## src/bir_ram.sv

```systemverilog
// Generic single-write, single-read RAM with registered read data.
// No dependencies.
`default_nettype none
module bir_ram #(
  parameter int Width = 8,
  parameter int Depth = 16
) (
  input  wire logic                     clk_i,
  input  wire logic                     we_i,
  input  wire logic [$clog2(Depth)-1:0] waddr_i,
  input  wire logic [Width-1:0]         wdata_i,
  input  wire logic                     re_i,
  input  wire logic [$clog2(Depth)-1:0] raddr_i,
  output logic      [Width-1:0]         rdata_o
);
  logic [Width-1:0] mem_q [Depth];

  always_ff @(posedge clk_i) begin
    if (re_i) begin
      rdata_o <= mem_q[raddr_i];
    end
    if (we_i) begin
      mem_q[waddr_i] <= wdata_i;
    end
  end
endmodule
`default_nettype wire

```

## config.mk

```make
export PLATFORM = sky130hd
export DESIGN_NAME = bir_ram
export DESIGN_NICKNAME = d
export VERILOG_FILES = /design/src/bir_ram.sv
export SDC_FILE = /design/constraint.sdc
export NUM_CORES = 1
export LEC_CHECK = 0
export ABC_AREA = 1
export CAP_MARGIN = 20
export CORE_UTILIZATION = 55
export DETAILED_ROUTE_END_ITERATION = 8
export DONT_BUFFER_PORTS = 1
export GPL_TIMING_DRIVEN = 0
export HOLD_SLACK_MARGIN = 0.1
export PLACE_DENSITY_LB_ADDON = 0.12
export SYNTH_ARGS = -nofsm -noshare
export SYNTH_HDL_FRONTEND = slang
export SYNTH_SLANG_ARGS = --single-unit
```

## constraint.sdc

```tcl
create_clock -name clk_i -period 1.6 [get_ports clk_i]
set_clock_uncertainty 0.2 [all_clocks]
set_input_delay 0.32 -clock clk_i [delete_from_list [all_inputs] [get_ports clk_i]]
set_output_delay 0.32 -clock clk_i [all_outputs]
set_load 0.03 [all_outputs]
```

==> metrics.yaml <==
finish:
  fillers: 814
  final_core_util_pct: 64.7
  multiInputGateArea_mm2: 0.00122
  regArea_mm2: 0.00408
  area_growth_pct: 14.3
  layout_common_cells: "nand2_1, edfxtp_1, inv_1"
  layout-drive-gt1-share_pct: 8.94
  design_area_mm2: 0.00668
  final_common_cell: "nand2_1"
  layout.nets: 599
  fin_cells: 730
clocking:
  cts_root_buf: "clkbuf_8"
  cts.clk_slew.worst_paths_ns: 0.06
  clkLatencyLatePin_ns: 0.53
  post_cts_buffers: 0
  cts_buffers: 17
  tritoncts: "built"
  hold_buffers: 10
  ctsHtreeMaxLevel: 4
  clkSinkCount: 136
  cts_buffer_depth: 2
sta:
  tightest_slew_ns: 0.977
  timing.hold.ws_ns: 0.0625
  rsz0062_at_grt: "yes"
  relSlewSlack_pct: 34.6
  min_period_over_period_pct: 98.1
  period_minus_slack_ns: 1.57
  finalHoldViolations: 0
  finalSetupViolCount: 0
  setup_slack_ns: 0.0310
  finalMaxSlewViolations: 0
  tns_ns: 0
  fmax_mhz: 637
detailed_routing:
  drcViolationCount: 0
  wl_um: 14000
  drtIter0Drc: 331
  vias: 3898
  ant_nets: 0
  viasPerCell: 5.34
  dr.pass1.iters: 5
  post_drt_wl_per_cell_um: 19.1
worst_setup_path:
  crit_required_ns: 1.08
  cp.arrival_ns: 1.05
  crit_fanout: 1
  critPathLaunchType: "flop"
  crit_type: "flop to output port"
  crit_path_end_kind: "output port"
pwr:
  p_leak_nw: 2.85
  p_per_area_mw_per_mm2: 1240
  ir_worst_vdd_uv: 706
  p_total_mw: 8.30
placed_design:
  dp_hpwl_um: 8870
  gp_congestion: 0.862
  port_buffers: 0
  place_inst: 687
  place_area_mm2: 0.00602
  pre_cts_slack_ns: -0.314
synth:
  synth_compound_area_share_pct: 0
  synth.distinct_cells: 11
  yosys_warnings: 0
  synth_xor_area_share_pct: 0
  synth_seq_cells: 136
  avgSynthCellArea_um2: 10.6
  netlist_area_mm2: 0.00585
  yosysSeqAreaShare_pct: 69.8
  synthMuxAreaShare_pct: 0
  yosys.area_share.simple_pct: 20.8
  synth_nets: 570
  synthAdderAreaFrac_pct: 0
  synth_top_family_by_area: "simple AND/OR/NAND/NOR gates"
  synthCells: 551
floorplanning:
  ios: 27
  dieHeight_um: 105
  die_area_mm2: 0.0110
  rows: 37
  die_w_um: 105
  initial_core_util_pct: 56.6
  placeableCoreArea_mm2: 0.0103
flow_run:
  drv_cap: 0
global_route:
  antenna_found_initial: 1
  grt_pass1_vias: 3663
  overflow: 0
  grt_pass1_wl_um: 20700
  track_usage_pct: 27.1
  grt_max_degree: 17
worst_hold_path:
  hold_path.class: "input pin to flop"
status:
  status: "finished, final reports clean"
==> cells in the mapped netlist <==
library cell / number / area, um^2
nand2_1: 173 / 649
edfxtp_1: 136 / 4080
inv_1: 100 / 375
nand3_1: 97 / 485
nor2_1: 17 / 63.8
buf_2: 13 / 65.1
buf_6: 6 / 67.6
buf_4: 4 / 30.0
inv_2: 2 / 7.51
nand3b_1: 2 / 15.0
buf_1: 1 / 3.75
==> path summary, 6_finish.rpt <==
path,start,end,slack (ns),cells after the start
setup / recovery,rdata_o[3],rdata_o[3],0.03,0
hold / removal,waddr_i[1],mem_q[3][6],0.06,2
setup reg to reg,mem_q[11][5],rdata_o[5],0.20,6
hold reg to reg,mem_q[9][7],rdata_o[7],0.60,6
==> registers in the layout (all words and copies together), names as in the netlist <==
signal,flops
rdata_o,8
mem_q,128
==> where the power goes <==
group | switching (mW) | total (mW) | internal, mW
Combinational | 0.352 | 0.495 | 0.143
Clock | 1.39 | 3.73 | 2.35
Sequential | 0.0541 | 4.07 | 4.02
==> cell families after synthesis <==
kind of cell | Yosys count
DFF | 136
and+or+nand+nor | 289
buffers and inverters | 126
==> layer usage <==
layer | up-vias | GRT usage [%] | wire, um | part of all wire (%)
met1 | 1814 | 37.0 | 5890 | 42
li1 | 1847 | - | - | -
met5 | - | 0 | 0 | 0
met3 | 29 | 9.42 | 1450 | 10
met4 | 0 | 11.7 | 383 | 2.7
met2 | 208 | 39.5 | 6250 | 45
==> final cells by class <==
class,instances,share of cell area [%]
buffer,24,2.49
multi-input combinational,289,18.2
sequential,136,61.1
inverter,102,5.73
timing repair buffer,10,1.50
antenna,1,0.0374
tap,136,2.55
clock inverter,11,1.95
clock buffer,21,6.42
==> repair_timing <==
item	in CTS	in global routing
endpoints found under the setup margin	0	17
endpoints found under the hold margin	174	8
gates resized for setup	0	2
Power figures use the tool's default switching activity.
