## src/bir_pkg.sv

```systemverilog
// Package of the bilinear image remap block: widths, codes and types.
// No dependencies.
`default_nettype none
package bir_pkg;
  localparam int CoordW    = 20;
  localparam int FracW     = 8;
  localparam int IntW      = CoordW - FracW;
  localparam int DimW      = 11;
  localparam int MaxWidth  = 1024;
  localparam int MaxHeight = 1024;
  localparam int ColW      = $clog2(MaxWidth);
  localparam int RowW      = $clog2(MaxHeight);
  localparam int AddrW     = 20;
  localparam int Depth     = 1 << AddrW;
  localparam int ChW       = 8;
  localparam int NumCh     = 3;
  localparam int PixW      = ChW * NumCh;
  localparam int One       = 1 << FracW;
  localparam int WgtW      = 2 * FracW + 1;
  localparam int ProdW     = ChW + WgtW;
  localparam int AccW      = ProdW + 2;
  localparam int CntW      = 2;
  localparam int CfgIdxW   = 2;
  localparam int NumNb     = 4;

  typedef enum logic [CfgIdxW-1:0] {
    CfgWidth, CfgHeight, CfgMode, CfgChans
  } cfg_reg_e;

  typedef enum logic {
    ActLoad  = 1'b0,
    ActRemap = 1'b1
  } action_e;

  typedef enum logic {
    ModeNearest  = 1'b0,
    ModeBilinear = 1'b1
  } mode_e;

  typedef struct packed {
    logic            in_img;
    logic [CntW-1:0] nch;
  } blend_ctrl_t;
endpackage
`default_nettype wire

```

## src/bir_intf.sv

```systemverilog
// Handshake channels of the bilinear image remap block.
// Depends on bir_pkg.
`default_nettype none


interface bir_out_if;
  logic                     valid;
  logic                     ready;
  logic [bir_pkg::ChW-1:0]  out_ch0;
  logic [bir_pkg::ChW-1:0]  out_ch1;
  logic [bir_pkg::ChW-1:0]  out_ch2;
  logic                     inside_res;
  modport source (output valid, out_ch0, out_ch1, out_ch2, inside_res, input ready);
  modport sink (input valid, out_ch0, out_ch1, out_ch2, inside_res, output ready);
endinterface

`default_nettype wire

```

## src/bir_blend.sv

```systemverilog
// Weighting and summing stages of the remap sampler, with the output register.
// Depends on bir_pkg and bir_out_if.
`default_nettype none
module bir_blend (
  input  wire logic                        clk_i,
  input  wire logic                        rst_ni,
  input  wire logic                        valid_i,
  output logic                             ready_o,
  input  wire bir_pkg::blend_ctrl_t        ctrl_i,
  input  wire logic [bir_pkg::PixW-1:0]    pix_i [bir_pkg::NumNb],
  input  wire logic [bir_pkg::WgtW-1:0]    wgt_i [bir_pkg::NumNb],
  bir_out_if.source                        out_o
);
  logic                       v5_q, vo_q;
  logic                       en5, en6;
  bir_pkg::blend_ctrl_t       ctrl5_q;
  logic [bir_pkg::ProdW-1:0]  prod_d [bir_pkg::NumCh][bir_pkg::NumNb];
  logic [bir_pkg::ProdW-1:0]  prod_q [bir_pkg::NumCh][bir_pkg::NumNb];
  logic [bir_pkg::AccW-1:0]   acc [bir_pkg::NumCh];
  logic [bir_pkg::ChW-1:0]    res_d [bir_pkg::NumCh];
  logic [bir_pkg::ChW-1:0]    res_q [bir_pkg::NumCh];
  logic                       inside_q;

  assign en6     = !vo_q || out_o.ready;
  assign en5     = !v5_q || en6;
  assign ready_o = en5;

  always_comb begin
    for (int c = 0; c < bir_pkg::NumCh; c++) begin
      for (int k = 0; k < bir_pkg::NumNb; k++) begin
        prod_d[c][k] = bir_pkg::ProdW'(pix_i[k][c*bir_pkg::ChW +: bir_pkg::ChW])
                     * bir_pkg::ProdW'(wgt_i[k]);
      end
    end
  end

  always_comb begin
    for (int c = 0; c < bir_pkg::NumCh; c++) begin
      acc[c] = bir_pkg::AccW'(prod_q[c][0]) + bir_pkg::AccW'(prod_q[c][1])
             + bir_pkg::AccW'(prod_q[c][2]) + bir_pkg::AccW'(prod_q[c][3]);
      res_d[c] = acc[c][2*bir_pkg::FracW +: bir_pkg::ChW];
      if (!ctrl5_q.in_img || (ctrl5_q.nch <= bir_pkg::CntW'(c))) begin
        res_d[c] = '0;
      end
    end
  end

  always_ff @(posedge clk_i or negedge rst_ni) begin
    if (!rst_ni) begin
      v5_q <= 1'b0;
      vo_q <= 1'b0;
    end else begin
      if (en5) v5_q <= valid_i;
      if (en6) vo_q <= v5_q;
    end
  end

  always_ff @(posedge clk_i) begin
    if (en5) begin
      prod_q  <= prod_d;
      ctrl5_q <= ctrl_i;
    end
    if (en6) begin
      res_q    <= res_d;
      inside_q <= ctrl5_q.in_img;
    end
  end

  assign out_o.valid      = vo_q;
  assign out_o.out_ch0    = res_q[0];
  assign out_o.out_ch1    = res_q[1];
  assign out_o.out_ch2    = res_q[2];
  assign out_o.inside_res = inside_q;
endmodule
`default_nettype wire

```

## src/flat_wrapper.sv

```systemverilog
// flat-port wrapper written by rule: the top's interface ports become plain ports
module bir_blend_flat 
  (clk_i, rst_ni, valid_i, ready_o, ctrl_i, pix_i, wgt_i, out_o_valid, out_o_out_ch0, out_o_out_ch1, out_o_out_ch2, out_o_inside_res, out_o_ready);
  bir_out_if out_o_i ();
  input  wire logic clk_i;
  input  wire logic rst_ni;
  input  wire logic valid_i;
  output logic ready_o;
  input  wire bir_pkg::blend_ctrl_t ctrl_i;
  input  wire logic [bir_pkg::PixW-1:0] pix_i[bir_pkg::NumNb];
  input  wire logic [bir_pkg::WgtW-1:0] wgt_i[bir_pkg::NumNb];
  output wire logic [$bits(out_o_i.valid)-1:0] out_o_valid;
  output wire logic [$bits(out_o_i.out_ch0)-1:0] out_o_out_ch0;
  output wire logic [$bits(out_o_i.out_ch1)-1:0] out_o_out_ch1;
  output wire logic [$bits(out_o_i.out_ch2)-1:0] out_o_out_ch2;
  output wire logic [$bits(out_o_i.inside_res)-1:0] out_o_inside_res;
  input wire logic [$bits(out_o_i.ready)-1:0] out_o_ready;
  assign out_o_valid = out_o_i.valid;
  assign out_o_out_ch0 = out_o_i.out_ch0;
  assign out_o_out_ch1 = out_o_i.out_ch1;
  assign out_o_out_ch2 = out_o_i.out_ch2;
  assign out_o_inside_res = out_o_i.inside_res;
  assign out_o_i.ready = out_o_ready;
  bir_blend u_core (.clk_i(clk_i), .rst_ni(rst_ni), .valid_i(valid_i), .ready_o(ready_o), .ctrl_i(ctrl_i), .pix_i(pix_i), .wgt_i(wgt_i), .out_o(out_o_i));
endmodule
```

## config.mk

```make
export PLATFORM = sky130hd
export DESIGN_NAME = bir_blend_flat
export DESIGN_NICKNAME = d
export VERILOG_FILES = /design/src/bir_pkg.sv /design/src/bir_intf.sv /design/src/bir_blend.sv /design/src/flat_wrapper.sv
export SDC_FILE = /design/constraint.sdc
export NUM_CORES = 2
export LEC_CHECK = 0
export BUFFER_PORTS_ARGS = -buffer_cell sky130_fd_sc_hd__buf_2
export CORE_UTILIZATION = 60
export CTS_CLUSTER_DIAMETER = 40
export DETAILED_ROUTE_END_ITERATION = 7
export GPL_TIMING_DRIVEN = 0
export PLACE_DENSITY = 0.86
export SLEW_MARGIN = 20
export SYNTH_ARGS = -nofsm -noshare
export SYNTH_HDL_FRONTEND = slang
export SYNTH_SLANG_ARGS = --single-unit
```

## constraint.sdc

```tcl
create_clock -name clk_i -period 15.5 [get_ports clk_i]
set_clock_uncertainty 0.05 [all_clocks]
set_input_delay 3.1 -clock clk_i [delete_from_list [all_inputs] [get_ports clk_i]]
set_output_delay 3.1 -clock clk_i [all_outputs]
set_load 0.01 [all_outputs]
```

==> metrics.log <==
[metrics] Die Footprint: ~110,000 sq um
[metrics] DRC violation count after routing: 0
[metrics] total power per unit cell area: ~210 nW/um^2
[metrics] Slew HR: 16.9%
[metrics] final instance area: 69,600 sq um
[metrics] Largest stage delay, worst path: around 600 ps
[metrics] total power after layout: about 15 mW
[metrics] cell accounting for the most synthesized area: sky130_fd_sc_hd__fa_1
[metrics] number of buffers inserted by port buffering: just under 200
[metrics] P_int: a little over 7 mW
[metrics] Routed WL per cell: 21.6 um
[metrics] Synth area leaders: sky130_fd_sc_hd__fa_1 37%, sky130_fd_sc_hd__edfxtp_1 15%, sky130_fd_sc_hd__and2_1 13%, sky130_fd_sc_hd__ha_1 11%, sky130_fd_sc_hd__inv_1 7.0%
[metrics] power dissipated by switching net loads: between 7 and 8 mW
[metrics] most common cell in the netlist: sky130_fd_sc_hd__and2_1
[metrics] final worst setup slack: around 7000 ps
[metrics] vias post-DR: a little under 50,000
[metrics] most used flip-flop cell after synthesis: sky130_fd_sc_hd__edfxtp_1
[metrics] Synthesized Nets: 8,567
[metrics] Netlist cell types: about 70
[metrics] portion of synthesized cell area occupied by the leading cell type: between 30% and 40%
[metrics] I/O pin count: 198
[metrics] result of the run: completed
[metrics] Post-DP HPWL: approximately 150,000 um
[metrics] largest delay contributor family on the critical path: adder cells
[metrics] share of the yosys chip area belonging to registers: between 10% and 20%
[metrics] area delta synth->final: 7.24%
[metrics] Final Setup Violations: 0
[metrics] gate count of the mapped netlist: 6,614
[metrics] Worst setup EP type: register
[metrics] Synth top cells by count: 1,343 x sky130_fd_sc_hd__and2_1, 1,214 x sky130_fd_sc_hd__inv_1, 1,203 x sky130_fd_sc_hd__fa_1, 579 x sky130_fd_sc_hd__ha_1, 396 x sky130_fd_sc_hd__nand2_1
[metrics] sequential group share of total power: 15.5%
[metrics] Worst-Skew Late Latency: around 600 ps
[metrics] most used cell along the critical path: sky130_fd_sc_hd__fa_1
[metrics] initial antenna violation count: 16
[metrics] via count of the first global-routing pass: 51,900
[metrics] Detail Route Antenna Nets: 0
[metrics] total count of hold-check failures in the final report: 0
[metrics] share of total power in the clock network: ~7.6%
[metrics] clock tree from TritonCTS: yes
[metrics] violation count after the first detailed-route iteration: 4,483
[metrics] Clk Tree Root Cell: sky130_fd_sc_hd__clkbuf_16
[metrics] max-capacitance violation count: 0
[metrics] global-route usage over all layers: about a third
[metrics] share of final-layout standard cells stronger than drive strength 1: between 4 and 5%
[metrics] first-pass GRT wire length: roughly 280,000 um
[metrics] largest fanout on the critical path: 10
[metrics] placer congestion estimate: roughly 1.0
[metrics] Hold/Removal Path Class: reg -> reg
[metrics] Die W: about 330 um
[metrics] Worst path slowest cell: sky130_fd_sc_hd__clkbuf_1
[metrics] Placement Rows: 120
[metrics] CTS resizes: 0
[metrics] worst hold slack across all endpoints: roughly 430 ps
[metrics] wire length after detailed routing: 180,000 um
[metrics] Pleak: 33.8 nW
[metrics] Req. time, crit path: roughly 16,000 ps
[metrics] TritonCTS Buffers: 48
[metrics] die height: ~330 um
[metrics] routed vias/inst: 5.85
[metrics] setup repair after global routing missed its margin: false
[metrics] Sinks on Clock Net: approximately 320
[metrics] buffer and inverter count on the worst path: 5
[metrics] type of the worst setup path: in -> reg
[metrics] effective utilization at floorplan: 60.5%
[metrics] Yosys Warn Count: 0
[metrics] synthesized area: 64,900 sq um
[metrics] cell breakdown of the critical path: buf_2, clkbuf_1, nand2_1, fa_1, fa_1, inv_1, fa_1, inv_1, fa_1, inv_1, ha_1, a21o_1, a21oi_1, a21oi_1, o31ai_1, a21oi_1, a221oi_2, mux2i_1, nand4_1
[metrics] final critical delay including setup and external delays: 8370 ps
[metrics] total cell area at the placement stage: roughly 68,000 sq um
[metrics] core box area: roughly 110,000 sq um
[metrics] number of buffers inserted to repair setup after CTS: 0
[metrics] total iterations of the first detailed-routing run: 6
[metrics] GRT overflow: 0
[metrics] Logic pwr share: approximately three quarters
[metrics] largest net degree at the start of global routing: 19
[metrics] net total in the final layout: 8,835
[metrics] number of buffers added to fix hold violations after cts: 0
[metrics] synthesized flop and latch total: 318
[metrics] clock-pin slew reported for the worst setup and hold paths after clock tree synthesis: approximately 60 ps
[metrics] Max Fclk: 119 MHz
[metrics] buffer levels on the longest clock path: 3
[metrics] number of slew-limit violations in the final report: 0
[metrics] switching power share of the total: around 50%
[metrics] Avg Synthesized Cell Area: around 9.8 sq um
[metrics] number of levels the H-tree was split into: 2
[metrics] portion of the clock cycle consumed by the worst path in the final layout: between 50% and 60%
[metrics] nature of the critical path startpoint: primary input
[metrics] proportion of synthesized flip-flops having asynchronous set or reset: less than 1%
[metrics] pre-CTS setup slack: around 6600 ps
[metrics] data arrival time at the worst-slack endpoint: roughly 8600 ps
[metrics] number of synthesized flops with an enable pin: approximately 320
[metrics] Tightest Pin Transition: roughly 1200 ps
[metrics] Max rail drop VDD: 0.198 mV
==> sequential cells by signal, indices dropped and copies added, names as in the netlist <==
| name | cells |
|---|---|
| u_core.prod_q | 288 |
| u_core.out_o.out_ch0 | 8 |
| u_core.out_o.out_ch1 | 8 |
| u_core.out_o.out_ch2 | 8 |
| u_core.ctrl5_q | 3 |
| u_core.out_o.inside_res | 1 |
| u_core.out_o.valid | 1 |
| u_core.v5_q | 1 |
==> routing by layer <==
metal  wire [um]  global-route usage (%)  up-vias
li1            -                       -    21100
met1       65600                    42.3    24500
met5          13                  0.0870        -
met4       12300                    19.9        2
met3       16900                    5.61      677
met2       84900                    55.6     2512
==> power by group through the flow <==
| stage | clock network, mW | logic [mW] | registers (mW) |
|---|---|---|---|
| global placement | 0 | 10.5 | 2.29 |
| floorplan | 0 | 8.09 | 2.01 |
| global route | 1.16 | 12.5 | 2.29 |
| finish | 1.12 | 11.3 | 2.28 |
| CTS | 1.13 | 11.1 | 2.26 |
| detailed placement | 0 | 10.9 | 2.26 |
==> area by class of cell <==
class / count / area [sq um]
Multi-Input combinational cell: 4846 / 49900
Fill cell: 8152 / 37600
Sequential cell: 318 / 9540
Inverter: 1214 / 4560
Tap cell: 1403 / 1760
Clock buffer: 53 / 1260
Timing Repair Buffer: 218 / 1240
Buffer: 236 / 886
Clock inverter: 35 / 417
Antenna cell: 9 / 22.5
==> placed cells by master (no fill, tap or decap), types with 10 or more instances in the layout <==
cell,instances
sky130_fd_sc_hd__fa_1,1203
sky130_fd_sc_hd__a31oi_1,19
sky130_fd_sc_hd__o211ai_1,20
sky130_fd_sc_hd__and2_1,1343
sky130_fd_sc_hd__edfxtp_1,316
sky130_fd_sc_hd__o31ai_1,10
sky130_fd_sc_hd__a211o_1,12
sky130_fd_sc_hd__clkbuf_16,50
sky130_fd_sc_hd__nand3_1,44
sky130_fd_sc_hd__a21o_1,89
sky130_fd_sc_hd__xnor2_1,212
sky130_fd_sc_hd__or2_2,12
sky130_fd_sc_hd__o21bai_1,40
sky130_fd_sc_hd__o21a_1,34
sky130_fd_sc_hd__nor2_1,151
sky130_fd_sc_hd__ha_1,579
sky130_fd_sc_hd__o21ai_1,11
sky130_fd_sc_hd__or3_1,18
sky130_fd_sc_hd__a211oi_1,22
sky130_fd_sc_hd__xor2_1,54
sky130_fd_sc_hd__nor2b_1,37
sky130_fd_sc_hd__a21oi_1,204
sky130_fd_sc_hd__clkbuf_1,239
sky130_fd_sc_hd__o21ai_0,92
sky130_fd_sc_hd__nor3_1,57
sky130_fd_sc_hd__nand2_1,396
sky130_fd_sc_hd__buf_2,197
sky130_fd_sc_hd__inv_1,1214
sky130_fd_sc_hd__nand2b_1,20
sky130_fd_sc_hd__buf_6,18
sky130_fd_sc_hd__nand4_1,13
sky130_fd_sc_hd__and3_1,37
==> final timing paths <==
| kind | start | endpoint | slack, ps | cells after the start |
|---|---|---|---|---|
| max | wgt_i[38] | u_core.prod_q[273]$_DFFE_PP_ | 7130 | 19 |
| min in group asynchronous | rst_ni | u_core.v5_q$_DFFE_PN0P_ | 2240 | 1 |
| min | u_core.v5_q$_DFFE_PN0P_ | u_core.out_o.valid$_DFFE_PN0P_ | 430 | 1 |
| max in group asynchronous | rst_ni | u_core.out_o.valid$_DFFE_PN0P_ | 13070 | 1 |
| min reg2reg | u_core.v5_q$_DFFE_PN0P_ | u_core.out_o.valid$_DFFE_PN0P_ | 430 | 1 |
| max reg2reg | u_core.prod_q[10]$_DFFE_PP_ | u_core.out_o.out_ch2[7]$_SDFFCE_PP0P_ | 10920 | 11 |
==> worst reg2reg max path, delay by kind of cell, from the launching register on <==
| family | cells | cell delay [ps] |
|---|---|---|
| AO/OA/AOI/OAI | 5 | 1930 |
| adder cells (fa/ha/maj) | 3 | 1420 |
| flip-flops | 1 | 550 |
| AND/OR/NAND/NOR | 2 | 220 |
| XOR/XNOR | 1 | 120 |
==> metrics by stage <==
stage,util [%],TNS (ps),instances
after floorplan,-,0,6614
after global placement,63.1,-160400,8214
after detailed placement,63.3,0,8235
after CTS,64.9,0,8323
after global routing,64.9,0,8332
final,64.9,0,8332
==> logic make-up (layout without fill, tap and decap cells) <==
family	after synthesis	count (layout)	synth area share [%]
AND/OR/NAND/NOR	2158	2158	18.6
adder cells (fa/ha/maj)	1782	1782	48.3
buffers and inverters	1450	1756	8.39
AO/OA/AOI/OAI	637	637	6.44
flip-flops	318	318	14.7
XOR/XNOR	266	266	3.59
multiplexers	3	3	0.0463
other	0	9	0
(Power assumes the default switching activity.)
